==> src/sv/fodm_pkg.sv <==
// Shared types, widths and constants for the field-oriented omni drive mixer.
package fodm_pkg;

    localparam int DIRW      = 17;   // travel direction, hundredths of a degree
    localparam int YAWW      = 16;   // heading, hundredths of a degree
    localparam int SW        = 13;   // speed, Q12
    localparam int RW        = 15;   // turn rate, signed Q12
    localparam int BW        = 18;   // direction minus heading
    localparam int AW        = 15;   // folded angle, [-9000, 9000]
    localparam int XW        = 34;   // CORDIC x and y, Q30 plus headroom
    localparam int ZW        = 32;   // CORDIC residual angle
    localparam int CW        = 16;   // sine and cosine, Q14
    localparam int VW        = 30;   // speed times sine or cosine, Q26
    localparam int PW        = 47;   // diagonal product
    localparam int WW        = 18;   // wheel speed, Q12
    localparam int MAGW      = 17;   // wheel speed magnitude
    localparam int GW        = 9;    // motor gain, Q8
    localparam int DUTYW     = 8;
    localparam int LANES     = 4;

    localparam int ATAN_LEN    = 24;
    localparam int CORDIC_K    = 652032875;
    localparam int DIAG        = 11585;
    localparam int FULL_TURN   = 36000;
    localparam int HALF_TURN   = 18000;
    localparam int QUARTER     = 9000;
    localparam int WRAP_OFFSET = 108000;
    localparam int SPEED_FULL  = 4096;
    localparam int DUTY_LIMIT  = 255;
    localparam int GAIN_ONE    = 256;

    typedef enum logic [2:0] {
        REG_YAW_REVERSE = 3'd0,
        REG_GAIN_MOTOR1 = 3'd1,
        REG_GAIN_MOTOR2 = 3'd2,
        REG_GAIN_MOTOR3 = 3'd3,
        REG_GAIN_MOTOR4 = 3'd4
    } cfg_reg_t;

    typedef struct packed {
        logic [SW-1:0]        spd;
        logic signed [RW-1:0] rot;
        logic                 neg;
    } cordic_side_t;

    // arctan(2^-i) in units of 1/65536 hundredth degree
    function automatic logic signed [ZW-1:0] atan_step(input logic [4:0] idx);
        logic signed [ZW-1:0] a;
        case (idx)
            5'd0:    a = 32'sd294912000;
            5'd1:    a = 32'sd174096719;
            5'd2:    a = 32'sd91987925;
            5'd3:    a = 32'sd46694507;
            5'd4:    a = 32'sd23437865;
            5'd5:    a = 32'sd11730358;
            5'd6:    a = 32'sd5866610;
            5'd7:    a = 32'sd2933484;
            5'd8:    a = 32'sd1466765;
            5'd9:    a = 32'sd733385;
            5'd10:   a = 32'sd366693;
            5'd11:   a = 32'sd183346;
            5'd12:   a = 32'sd91673;
            5'd13:   a = 32'sd45837;
            5'd14:   a = 32'sd22918;
            5'd15:   a = 32'sd11459;
            5'd16:   a = 32'sd5730;
            5'd17:   a = 32'sd2865;
            5'd18:   a = 32'sd1432;
            5'd19:   a = 32'sd716;
            5'd20:   a = 32'sd358;
            5'd21:   a = 32'sd179;
            5'd22:   a = 32'sd90;
            5'd23:   a = 32'sd45;
            default: a = '0;
        endcase
        return a;
    endfunction

endpackage

==> src/sv/fodm_cordic.sv <==
// Pipelined rotation-mode CORDIC: one iteration per stage, Q14 rounded outputs.
module fodm_cordic #(
    parameter int STAGES = 16
) (
    input  logic                          clk,
    input  logic                          rst_n,
    input  logic                          in_valid,
    output logic                          in_stall,
    input  logic signed [fodm_pkg::AW-1:0] in_angle,
    input  fodm_pkg::cordic_side_t        in_side,
    output logic                          out_valid,
    input  logic                          out_stall,
    output logic signed [fodm_pkg::CW-1:0] out_cos,
    output logic signed [fodm_pkg::CW-1:0] out_sin,
    output fodm_pkg::cordic_side_t        out_side
);
    import fodm_pkg::*;

    localparam int NS = (STAGES < ATAN_LEN) ? STAGES : ATAN_LEN;
    localparam int D  = NS + 1;

    logic signed [XW-1:0] x_reg [NS];
    logic signed [XW-1:0] y_reg [NS];
    logic signed [ZW-1:0] z_reg [NS];
    cordic_side_t         side_reg [NS];

    logic signed [CW-1:0] cos_reg;
    logic signed [CW-1:0] sin_reg;
    cordic_side_t         oside_reg;

    logic [D-1:0] v_reg;
    logic [D:0]   rdy;
    logic [D:0]   v_chain;

    always_comb
    begin
        rdy[D]     = !out_stall;
        v_chain[0] = in_valid;
        for (int k = D - 1; k >= 0; k--)
        begin
            rdy[k]       = !v_reg[k] || rdy[k+1];
            v_chain[k+1] = v_reg[k];
        end
    end

    always_ff @(posedge clk or negedge rst_n)
    begin
        if (!rst_n)
        begin
            v_reg <= '0;
        end
        else
        begin
            for (int k = 0; k < D; k++)
            begin
                if (rdy[k])
                begin
                    v_reg[k] <= v_chain[k];
                end
            end
        end
    end

    for (genvar k = 0; k < NS; k++)
    begin : g_iter
        logic signed [XW-1:0] xi, yi, dx, dy;
        logic signed [ZW-1:0] zi;
        cordic_side_t         si;

        if (k == 0)
        begin : g_first
            assign xi = XW'(CORDIC_K);
            assign yi = '0;
            assign zi = ZW'(in_angle) <<< 16;
            assign si = in_side;
        end
        else
        begin : g_next
            assign xi = x_reg[k-1];
            assign yi = y_reg[k-1];
            assign zi = z_reg[k-1];
            assign si = side_reg[k-1];
        end

        assign dx = yi >>> k;
        assign dy = xi >>> k;

        always_ff @(posedge clk)
        begin
            if (rdy[k])
            begin
                if (!zi[ZW-1])
                begin
                    x_reg[k] <= xi - dx;
                    y_reg[k] <= yi + dy;
                    z_reg[k] <= zi - atan_step(5'(k));
                end
                else
                begin
                    x_reg[k] <= xi + dx;
                    y_reg[k] <= yi - dy;
                    z_reg[k] <= zi + atan_step(5'(k));
                end
                side_reg[k] <= si;
            end
        end
    end

    // round half up to Q14, undo the fold
    logic signed [XW-1:0] x_rnd, y_rnd;
    logic signed [CW-1:0] x_q14, y_q14;

    always_comb
    begin
        x_rnd = x_reg[NS-1] + XW'(32768);
        y_rnd = y_reg[NS-1] + XW'(32768);
        x_q14 = CW'(x_rnd[XW-1:16]);
        y_q14 = CW'(y_rnd[XW-1:16]);
    end

    always_ff @(posedge clk)
    begin
        if (rdy[NS])
        begin
            cos_reg   <= side_reg[NS-1].neg ? -x_q14 : x_q14;
            sin_reg   <= side_reg[NS-1].neg ? -y_q14 : y_q14;
            oside_reg <= side_reg[NS-1];
        end
    end

    assign in_stall  = !rdy[0];
    assign out_valid = v_reg[D-1];
    assign out_cos   = cos_reg;
    assign out_sin   = sin_reg;
    assign out_side  = oside_reg;

endmodule

==> config.mk <==
export PLATFORM = sky130hd
export DESIGN_NAME = fodm_cordic
export DESIGN_NICKNAME = d
export VERILOG_FILES = /design/src/sv/fodm_pkg.sv /design/src/sv/fodm_cordic.sv
export SDC_FILE = /design/constraint.sdc
export NUM_CORES = 2
export LEC_CHECK = 0
export BUFFER_PORTS_ARGS = -buffer_cell sky130_fd_sc_hd__buf_2
export CAP_MARGIN = 40
export CELL_PAD_IN_SITES_DETAIL_PLACEMENT = 2
export CELL_PAD_IN_SITES_GLOBAL_PLACEMENT = 2
export CORE_ASPECT_RATIO = 1.75
export CORE_MARGIN = 3
export CORE_UTILIZATION = 44
export DETAILED_ROUTE_END_ITERATION = 8
export GPL_TIMING_DRIVEN = 0
export PLACE_DENSITY_LB_ADDON = 0.1
export SYNTH_ARGS = -nofsm -noshare
export SYNTH_HDL_FRONTEND = slang
export SYNTH_SLANG_ARGS = --single-unit
==> constraint.sdc <==
create_clock -name clk -period 8.1 [get_ports clk]
set_input_delay 0 -clock clk [delete_from_list [all_inputs] [get_ports clk]]
set_output_delay 0 -clock clk [all_outputs]
set_load 0.01 [all_outputs]
==> metrics.yaml <==
clock_path_buffers: 4
worstPathArrival_ns: 8.65
syn_to_final_growth_pct: 11.6
startpoint: "v_reg[16]"
finalHoldViolCount: 0
boundaryPins: 111
avgSynthCellArea_um2: 10.4
run_status: "finished clean"
drive_above_1_share: 0.0611
syn_area_um2: 136000
final_cells: 17804
post-route-min-period_ns: 8.04
min_period_over_period: 0.992
async_flop_share: 0.00882
antenna_found_initial: 37
chipWidth_um: 426
syn_inst: 13024
mostFrequentLayoutCells: "edfxtp_1 (1911), ha_1 (1366), a21oi_1 (1260)"
final_util: 0.493
htreeDepth: 4
r2r-start: "v_reg[16]"
hold_depth: 3
fin_worst_skew_ns: 0.157
holdPathEnd: "z_reg[0][19]"
critPathCaptureType: "flip-flop"
clkTransAtPathRegs_ns: 0.08
ys_seq_area_frac: 0.427
start_util: 0.442
synth_cell_types: 103
postRouteAntennaNets: 0
place.gp.congestion: 0.999
layout.cells.most_common: "edfxtp_1"
port_buffers: 110
cts_tree: "done"
grt_pass1_vias: 126489
timing.fmax_ghz: 0.124
fillers: 31296
die-area_um2: 315000
overflow: 0
setup_viol: 0
critPathMaxFanout: 34
hpwl_um: 431000
rrSetupSlack_ns: 0.06
drc: 0
die-height_um: 740
setup.worst_path.class: "flip-flop to flip-flop"
largest_register_ffs: 494
hold_class: "input port to flip-flop"
worstPathRequired_ns: 8.71
worstHoldStart: "in_angle[3]"
wl_um: 550000
drv_cap: 0
ys.flop_type: "edfxtp_1"
cts_buffers: 206
track_usage: 0.345
rows: 269
core_um2: 307000
layout.nets: 15015
via_per_inst: 6.19
rsz0062_at_grt: "false"
first_iter_violations: 5478
vias: 110263
clk_latency_ns: 1.02
finalMaxSlewViolations: 0
slew_headroom: 0.285
tightest_slew_ns: 1.07
synth-seq-cells: 1928
synth_edf_count: 1911
grt_max_degree: 74
worstSetupStartpointType: "flip-flop"
cts-root-buf: "clkbuf_16"
clock_sinks: 1928
dp_cells: 17298
grt_pass1_wl_um: 813000
routedWlPerCell_um: 30.9
yosys_warnings: 0
reg2reg_to: "y_reg[0][162]"
reg2reg_depth: 26
dr.pass1.iters: 6
cell type report:
cell class,count,area [um^2],share of cell area
multi-input cells,10415,75400,0.499
flip-flops and latches,1928,57800,0.382
clock buffers,234,5390,0.0356
well taps,4065,5090,0.0336
repair buffers,323,3130,0.0207
inverters,501,1920,0.0127
clock inverters,134,1610,0.0106
plain buffers,187,827,0.00547
diodes,17,42.5,0.000281
what timing repair did:
action | 4_1_cts | 5_1_grt
buffers inserted | 4 | 6
pin swaps | 3 | 5
endpoints found under the setup margin | 141 | 85
resized for setup | 49 | 39
endpoints found under the hold margin | 101 | 1
hold buffers | 87 | 1
cells in the mapped netlist, types with 64 or more instances:
cell	n	area, um^2
or3_1	104	651
o21a_1	223	1670
nor2b_1	153	957
clkbuf_1	154	578
nor4_1	84	526
nand2b_1	266	1660
inv_1	490	1840
nor3_1	278	1390
nor2_1	910	3420
o21ai_0	700	3500
ha_1	1366	17100
o31ai_1	161	1210
o211ai_1	64	480
a31oi_1	95	594
nand2_1	752	2820
and3_1	96	601
edfxtp_1	1911	57400
a21o_1	582	4370
a21oi_1	1266	6340
nand4_1	94	588
a211oi_1	113	848
xnor2_1	1202	10500
xor2_1	657	5750
o21bai_1	152	1140
nand3_1	245	1230
critical path, cell delays in order, from the launching register on:
cell and delay (ns):
dfrtp_2 0.48, and3_1 0.22, buf_6 0.16, inv_6 0.28, nor4b_4 0.09, buf_12 0.16, buf_8 0.15, and3_1 0.19
buf_4 0.18, and3_1 0.19, buf_4 0.19, nand2_2 0.35, nand2_1 0.25, inv_2 0.42, buf_1 0.34, buf_6 0.26
a21oi_1 0.09, xnor2_1 0.17, ha_1 0.39, nand2_1 0.11, o211ai_1 0.41, a31oi_1 0.21, nand2b_1 0.29, or4_1 0.60
a31oi_1 0.40, a31o_2 0.35, xor2_1 0.73
how the worst max path moves through the flow:
| stage | slack, ns | to |
|---|---|---|
| 2_1_floorplan | 1.41 | y_reg[0][202] |
| 3_3_place_gp | -3.46 | y_reg[0][203] |
| 3_5_place_dp | -1.53 | y_reg[0][201] |
| 4_1_cts | -0.17 | y_reg[1][135] |
| 5_1_grt | 0.03 | y_reg[0][162] |
| 6_report | 0.06 | y_reg[0][162] |
layer usage:
| layer | track usage | part of all wire | vias to the layer above |
|---|---|---|---|
| li1 | - | - | 49612 |
| met3 | 0.0622 | 0.039 | 2542 |
| met5 | 0 | 0.00039 | - |
| met1 | 0.268 | 0.28 | 54681 |
| met2 | 0.663 | 0.54 | 3392 |
| met4 | 0.376 | 0.13 | 36 |
per-stage QoR:
stage / setup TNS (ns) / setup WS (ns) / hold WS (ns) / instance area [um^2]
floorplan: 0 / 1.41 / -0.296 / 136000
global placement: -787.90 / -3.46 / 0.176 / 141000
detailed placement: -32.52 / -1.53 / -0.0259 / 143000
CTS: -0.600 / -0.168 / 0.0690 / 151000
global route: 0 / 0.0327 / 0.0809 / 151000
finish: 0 / 0.0610 / 0.100 / 151000
cell families (layout without fill, tap and decap cells):
group | after synthesis | count (layout) | share of synthesized area
AO/OA/AOI/OAI | 3810 | 3810 | 0.178
AND/OR/NAND/NOR | 3243 | 3243 | 0.117
flip-flops | 1928 | 1928 | 0.427
XOR/XNOR | 1859 | 1859 | 0.120
adder cells (fa/ha/maj) | 1405 | 1405 | 0.132
buffers and inverters | 689 | 1379 | 0.0194
multiplexers | 88 | 88 | 0.00691
other | 2 | 27 | 0.0000554
Power is left out: the tool's default activity adds up to more than one toggle a clock period on the data nets, which glitch-free logic cannot reach.
