**src/sv/fodm_pkg.sv**
```systemverilog
// Shared types, widths and constants for the field-oriented omni drive mixer.
package fodm_pkg;

    localparam int DIRW      = 17;   // travel direction, hundredths of a degree
    localparam int YAWW      = 16;   // heading, hundredths of a degree
    localparam int SW        = 13;   // speed, Q12
    localparam int RW        = 15;   // turn rate, signed Q12
    localparam int BW        = 18;   // direction minus heading
    localparam int AW        = 15;   // folded angle, [-9000, 9000]
    localparam int XW        = 34;   // CORDIC x and y, Q30 plus headroom
    localparam int ZW        = 32;   // CORDIC residual angle
    localparam int CW        = 16;   // sine and cosine, Q14
    localparam int VW        = 30;   // speed times sine or cosine, Q26
    localparam int PW        = 47;   // diagonal product
    localparam int WW        = 18;   // wheel speed, Q12
    localparam int MAGW      = 17;   // wheel speed magnitude
    localparam int GW        = 9;    // motor gain, Q8
    localparam int DUTYW     = 8;
    localparam int LANES     = 4;

    localparam int ATAN_LEN    = 24;
    localparam int CORDIC_K    = 652032875;
    localparam int DIAG        = 11585;
    localparam int FULL_TURN   = 36000;
    localparam int HALF_TURN   = 18000;
    localparam int QUARTER     = 9000;
    localparam int WRAP_OFFSET = 108000;
    localparam int SPEED_FULL  = 4096;
    localparam int DUTY_LIMIT  = 255;
    localparam int GAIN_ONE    = 256;

    typedef enum logic [2:0] {
        REG_YAW_REVERSE = 3'd0,
        REG_GAIN_MOTOR1 = 3'd1,
        REG_GAIN_MOTOR2 = 3'd2,
        REG_GAIN_MOTOR3 = 3'd3,
        REG_GAIN_MOTOR4 = 3'd4
    } cfg_reg_t;

    typedef struct packed {
        logic [SW-1:0]        spd;
        logic signed [RW-1:0] rot;
        logic                 neg;
    } cordic_side_t;

    // arctan(2^-i) in units of 1/65536 hundredth degree
    function automatic logic signed [ZW-1:0] atan_step(input logic [4:0] idx);
        logic signed [ZW-1:0] a;
        case (idx)
            5'd0:    a = 32'sd294912000;
            5'd1:    a = 32'sd174096719;
            5'd2:    a = 32'sd91987925;
            5'd3:    a = 32'sd46694507;
            5'd4:    a = 32'sd23437865;
            5'd5:    a = 32'sd11730358;
            5'd6:    a = 32'sd5866610;
            5'd7:    a = 32'sd2933484;
            5'd8:    a = 32'sd1466765;
            5'd9:    a = 32'sd733385;
            5'd10:   a = 32'sd366693;
            5'd11:   a = 32'sd183346;
            5'd12:   a = 32'sd91673;
            5'd13:   a = 32'sd45837;
            5'd14:   a = 32'sd22918;
            5'd15:   a = 32'sd11459;
            5'd16:   a = 32'sd5730;
            5'd17:   a = 32'sd2865;
            5'd18:   a = 32'sd1432;
            5'd19:   a = 32'sd716;
            5'd20:   a = 32'sd358;
            5'd21:   a = 32'sd179;
            5'd22:   a = 32'sd90;
            5'd23:   a = 32'sd45;
            default: a = '0;
        endcase
        return a;
    endfunction

endpackage

```
**src/sv/fodm_div.sv**
```systemverilog
// Four-lane pipelined restoring divider, one quotient bit per stage.
module fodm_div #(
    parameter int QW = 8,
    parameter int NW = 25
) (
    input  logic                          clk,
    input  logic                          rst_n,
    input  logic                          in_valid,
    output logic                          in_stall,
    input  logic [NW-1:0]                 in_num [fodm_pkg::LANES],
    input  logic [fodm_pkg::MAGW-1:0]     in_den,
    input  logic [fodm_pkg::LANES-1:0]    in_neg,
    output logic                          out_valid,
    input  logic                          out_stall,
    output logic [QW-1:0]                 out_quo [fodm_pkg::LANES],
    output logic [fodm_pkg::LANES-1:0]    out_neg
);
    import fodm_pkg::*;

    logic [NW-1:0]    rem_reg [QW][LANES];
    logic [QW-1:0]    quo_reg [QW][LANES];
    logic [MAGW-1:0]  den_reg [QW];
    logic [LANES-1:0] neg_reg [QW];

    logic [QW-1:0] v_reg;
    logic [QW:0]   rdy;
    logic [QW:0]   v_chain;

    always_comb
    begin
        rdy[QW]    = !out_stall;
        v_chain[0] = in_valid;
        for (int k = QW - 1; k >= 0; k--)
        begin
            rdy[k]       = !v_reg[k] || rdy[k+1];
            v_chain[k+1] = v_reg[k];
        end
    end

    always_ff @(posedge clk or negedge rst_n)
    begin
        if (!rst_n)
        begin
            v_reg <= '0;
        end
        else
        begin
            for (int k = 0; k < QW; k++)
            begin
                if (rdy[k])
                begin
                    v_reg[k] <= v_chain[k];
                end
            end
        end
    end

    for (genvar k = 0; k < QW; k++)
    begin : g_bit
        localparam int SH = QW - 1 - k;
        logic [NW-1:0]    ri [LANES];
        logic [QW-1:0]    qi [LANES];
        logic [MAGW-1:0]  di;
        logic [LANES-1:0] ni;
        logic [NW-1:0]    dsh;

        if (k == 0)
        begin : g_first
            always_comb
            begin
                for (int l = 0; l < LANES; l++)
                begin
                    ri[l] = in_num[l];
                    qi[l] = '0;
                end
            end
            assign di = in_den;
            assign ni = in_neg;
        end
        else
        begin : g_next
            always_comb
            begin
                for (int l = 0; l < LANES; l++)
                begin
                    ri[l] = rem_reg[k-1][l];
                    qi[l] = quo_reg[k-1][l];
                end
            end
            assign di = den_reg[k-1];
            assign ni = neg_reg[k-1];
        end

        assign dsh = NW'(di) << SH;

        always_ff @(posedge clk)
        begin
            if (rdy[k])
            begin
                for (int l = 0; l < LANES; l++)
                begin
                    if (ri[l] >= dsh)
                    begin
                        rem_reg[k][l] <= ri[l] - dsh;
                        quo_reg[k][l] <= qi[l] | (QW'(1) << SH);
                    end
                    else
                    begin
                        rem_reg[k][l] <= ri[l];
                        quo_reg[k][l] <= qi[l];
                    end
                end
                den_reg[k] <= di;
                neg_reg[k] <= ni;
            end
        end
    end

    assign in_stall  = !rdy[0];
    assign out_valid = v_reg[QW-1];
    assign out_neg   = neg_reg[QW-1];
    always_comb
    begin
        for (int l = 0; l < LANES; l++)
        begin
            out_quo[l] = quo_reg[QW-1][l];
        end
    end

endmodule
```
**config.mk**
```make
export PLATFORM = sky130hd
export DESIGN_NAME = fodm_div
export DESIGN_NICKNAME = d
export VERILOG_FILES = /design/src/sv/fodm_pkg.sv /design/src/sv/fodm_div.sv
export SDC_FILE = /design/constraint.sdc
export NUM_CORES = 2
export LEC_CHECK = 0
export BUFFER_PORTS_ARGS = -buffer_cell sky130_fd_sc_hd__buf_2
export CORE_ASPECT_RATIO = 1.25
export CORE_MARGIN = 2
export CORE_UTILIZATION = 41
export DETAILED_ROUTE_END_ITERATION = 10
export GPL_ROUTABILITY_DRIVEN = 0
export PLACE_DENSITY = 0.66
export SETUP_SLACK_MARGIN = 0.2
export SLEW_MARGIN = 0
export SYNTH_ARGS = -nofsm -noshare
export SYNTH_HDL_FRONTEND = slang
export SYNTH_SLANG_ARGS = --single-unit
```
**constraint.sdc**
```tcl
create_clock -name clk -period 11.7 [get_ports clk]
set_clock_uncertainty 0.2 [all_clocks]
set_input_delay 1.755 -clock clk [delete_from_list [all_inputs] [get_ports clk]]
set_output_delay 1.755 -clock clk [all_outputs]
set_load 0.01 [all_outputs]
```
==> impl_metrics.csv <==
group,metric,value,unit
yosys,synth_edf_count,995,
floorplanning,dieWidth,352.9,µm
clocking,cts-buffers-inserted,104,
floorplanning,core,151500,µm²
clocking,ctsHoldBuffers,0,
drt,finalWirelength,160900,µm
grt,grt.total_usage,20.41,%
critical_path,path_cells,"buf_2, and4_4, and3_4, and2_4, nand3_4, inv_2, buf_2",
final_layout,nNetsFinal,6699,
flow_run,maxCapViolCount,0,
yosys,synth-simple-area-share,12.64,%
yosys,syn-num-nets,6513,
timing,setup_viol,0,
power,finalPower,0.02037,W
timing,hold_violations,0,
grt,grt_max_degree,88,
clocking,cts_root_buf,"clkbuf_16",
grt,grt_use_met1,24.32,%
timing,tightest_slew,1.183,ns
drt,drt_iter0_drc,3869,
final_layout,num-fill-cells,13980,
floorplanning,num_rows,160,
drt,wl_per_cell,19.82,µm
timing,rsz0062_at_grt,"false",
grt,grt_pass1_wl,245800,µm
final_layout,fin_cells,8117,
yosys,synth_compound_area_share,16.04,%
clocking,cts.clk_slew.worst_paths,0.06,ns
floorplanning,ioPinCount,163,
critical_path,startpoint_type,"primary input",
min_path,min_path_type,"flip-flop to flip-flop",
critical_path,critPathSlowestCell,"nand3_4",
final_layout,drive_gt1_share,8.995,%
critical_path,critPathMaxFanout,24,
yosys,avgSynthCellArea,10.72,µm²
power,p_leak,27.14,nW
critical_path,cpMostUsedCell,"buf_2",
final_layout,n_antenna_cell,0,
grt,grtUsageMet2,34.20,%
placement,dp.cells,7921,
floorplanning,floorplan.initialDensity,41.16,%
floorplanning,die-area,155300,µm²
critical_path,cp.arrival,3.78,ns
yosys,synthAdderAreaFrac,11.81,%
grt,antenna_found_initial,3,
yosys,synth_mux_area_share,1.906,%
final_layout,post-route-util,45.50,%
power,peakVddDrop,133.7,µV
drt,drt-vias-per-instance,5.485,
grt,grt.overflow.total,0,
clocking,cts_sinks,1003,
yosys,synth-xor-area-share,6.459,%
yosys,synth_area,62370,µm²
grt,grt_use_met3,1.892,%
timing,clock.fmax,174.3,MHz
yosys,yosysSeqAreaShare,48.22,%
yosys,synth-seq-cells,1003,
timing,final_max_slew_viol_count,0,
placement,dp_slack,5.599,ns
yosys,synth_flop_cell,"edfxtp_1",
drt,drt_first_pass_iters,5,
critical_path,cp_num_cells,7,
placement,portBuffers,162,
power,powerDensity,295.4,nW/µm²
drt,drcViolationCount,0,
critical_path,crit_buf_inv,3,
clocking,cts_max_path_buffers,3,
min_path,hold_path_depth,0,
timing,min_period,5.737,ns
yosys,synth_top_family_by_area,"compound AO/OA/AOI/OAI gates",
critical_path,cpLargestDelayFamily,"simple AND/OR/NAND/NOR gates",
clocking,cts_resized,0,
final_layout,largest_reg_flops,700,
timing,maxSlewHeadroom,21.11,%
critical_path,worstSetupPathType,"primary input to output pin",
critical_path,slowest_delay,0.39,ns
clocking,worstSkewPairLatency,0.72,ns
drt,ant_nets,0,
timing,period_share,49.04,%
critical_path,cp-end-kind,"output pin",
clocking,htree_levels,3,
critical_path,rr_worst_depth,13,
critical_path,cp_data_required_time,9.75,ns
yosys,async_flop_share,0.7976,%
clocking,cts_tree,"yes",
yosys,synth_cell_types,108,
floorplanning,fp.dieH,440.1,µm
timing,postLayoutSetupSlackWorst,5.963,ns
yosys,synth_cells,5816,
grt,grt_most_used_layer,"met2",
yosys,yosys_warnings,0,
final_layout,area_delta_synth_final,10.55,%
clocking,postCtsSetupBuffers,0,
status,status,"completed",
timing,finalSetupTns,0,ns
drt,vias,44520,
grt,grt_pass1_vias,43250,
placement,dp_hpwl,129200,µm
path summary, 6_finish.rpt:
path / startpoint / to / slack (ns)
setup / recovery: out_stall / in_stall / 5.96
hold / removal: quo_reg[1][61] / quo_reg[1][93] / 0.20
setup reg to reg: den_reg[5][0] / rem_reg[6][97] / 6.86
hold reg to reg: quo_reg[1][61] / quo_reg[1][93] / 0.20
max in group asynchronous: rst_n / v_reg[6] / 10.28
min in group asynchronous: rst_n / v_reg[0] / 0.74
cell type report:
cell class | count | area [µm²] | share of cell area, %
clock buffers | 134 | 2778 | 4.028
clock inverters | 62 | 688.2 | 0.9980
inverters | 344 | 1314 | 1.905
multi-input cells | 4360 | 30550 | 44.30
flip-flops and latches | 1003 | 30080 | 43.62
well taps | 2025 | 2534 | 3.675
repair buffers | 189 | 1013 | 1.470
cells in the mapped netlist, types with 11 or more instances:
| library cell | instances | area (µm²) |
|---|---|---|
| a21o_1 | 164 | 1231 |
| a2111oi_0 | 12 | 105.1 |
| xor2_1 | 209 | 1831 |
| fa_1 | 28 | 560.5 |
| a211o_1 | 14 | 122.6 |
| nor4b_1 | 11 | 96.34 |
| nor3_1 | 111 | 555.5 |
| o21bai_1 | 46 | 345.3 |
| nor2b_1 | 81 | 506.7 |
| ha_1 | 544 | 6807 |
| o21ai_0 | 431 | 2157 |
| clkbuf_1 | 52 | 195.2 |
| o31ai_1 | 50 | 375.4 |
| nand2b_1 | 76 | 475.5 |
| or2_2 | 28 | 175.2 |
| o21ai_1 | 15 | 75.07 |
| a211oi_1 | 42 | 315.3 |
| nand4_1 | 72 | 450.4 |
| and2_1 | 27 | 168.9 |
| o31a_1 | 16 | 140.1 |
| a31o_2 | 13 | 113.9 |
| buf_2 | 38 | 190.2 |
| o211ai_1 | 39 | 292.8 |
| nand2_1 | 416 | 1562 |
| a221oi_1 | 13 | 113.9 |
| nor4_1 | 48 | 300.3 |
| inv_1 | 338 | 1269 |
| edfxtp_1 | 995 | 29880 |
| o21a_1 | 85 | 638.1 |
| mux2_2 | 91 | 1025 |
| a31oi_1 | 39 | 244.0 |
| nand3_1 | 99 | 495.5 |
| nor2_1 | 461 | 1730 |
| and3_1 | 44 | 275.3 |
| a21boi_0 | 33 | 247.7 |
| nand4b_1 | 16 | 140.1 |
| or3_1 | 46 | 287.8 |
| or4_1 | 14 | 105.1 |
| xnor2_1 | 251 | 2198 |
| a21oi_1 | 504 | 2522 |
cells in the final DEF (no fill, tap or decap), types with 42 or more instances in the layout:
| cell | count |
|---|---|
| edfxtp_1 | 995 |
| ha_1 | 544 |
| o21ai_0 | 431 |
| nand3_1 | 98 |
| a21o_1 | 164 |
| inv_1 | 333 |
| o31ai_1 | 50 |
| o21a_1 | 85 |
| nand4_1 | 72 |
| nor3_1 | 111 |
| buf_2 | 162 |
| nor2b_1 | 81 |
| or3_1 | 46 |
| o21bai_1 | 46 |
| xnor2_1 | 251 |
| nor4_1 | 48 |
| nor2_1 | 461 |
| a21oi_1 | 502 |
| and3_1 | 44 |
| nand2b_1 | 76 |
| clkbuf_16 | 106 |
| xor2_1 | 209 |
| mux2_2 | 91 |
| a211oi_1 | 42 |
| nand2_1 | 414 |
worst register-to-register path, cell delays in order, from the launching register on:
cell and delay, ns:
edfxtp_1 0.65, ha_1 0.28, inv_1 0.06, fa_1 0.42, a211oi_1 0.33, o21ai_0 0.20
a2111oi_0 0.43, nor3_1 0.17, nor3b_2 0.21, nor3_4 0.92, inv_2 0.25, nand3_1 0.21
a41oi_1 0.07, xor2_1 0.18
cells by family after synthesis:
group           count (synthesis)
mux                           105
buf+inv                       453
compound gates               1614
simple gates                 1609
flops                        1003
xor+xnor                      460
fa+ha+maj                     572
report_power, final:
part           internal (W)  switching [W]  total [W]  leakage [nW]
Sequential          0.00617       0.000977    0.00715          10.1
Combinational       0.00422        0.00565    0.00987          15.4
Clock               0.00193        0.00142    0.00335          1.67
Total                0.0123        0.00805     0.0204          27.1
stage by stage:
step,area [µm²],hold slack [ns]
floorplan,62370,0.2003
CTS,68950,0.2001
detailed placement,65490,0.2045
global route,68950,0.2201
global placement,65490,0.2039
finish,68950,0.1984
per-layer routing:
metal  wire length [µm]  vias to the layer above
met5                  0                        -
met4              13710                        0
met3               6506                      449
met2              75570                     1374
met1              65130                    20650
li1                   -                    22050
Power figures use the tool's default switching activity.
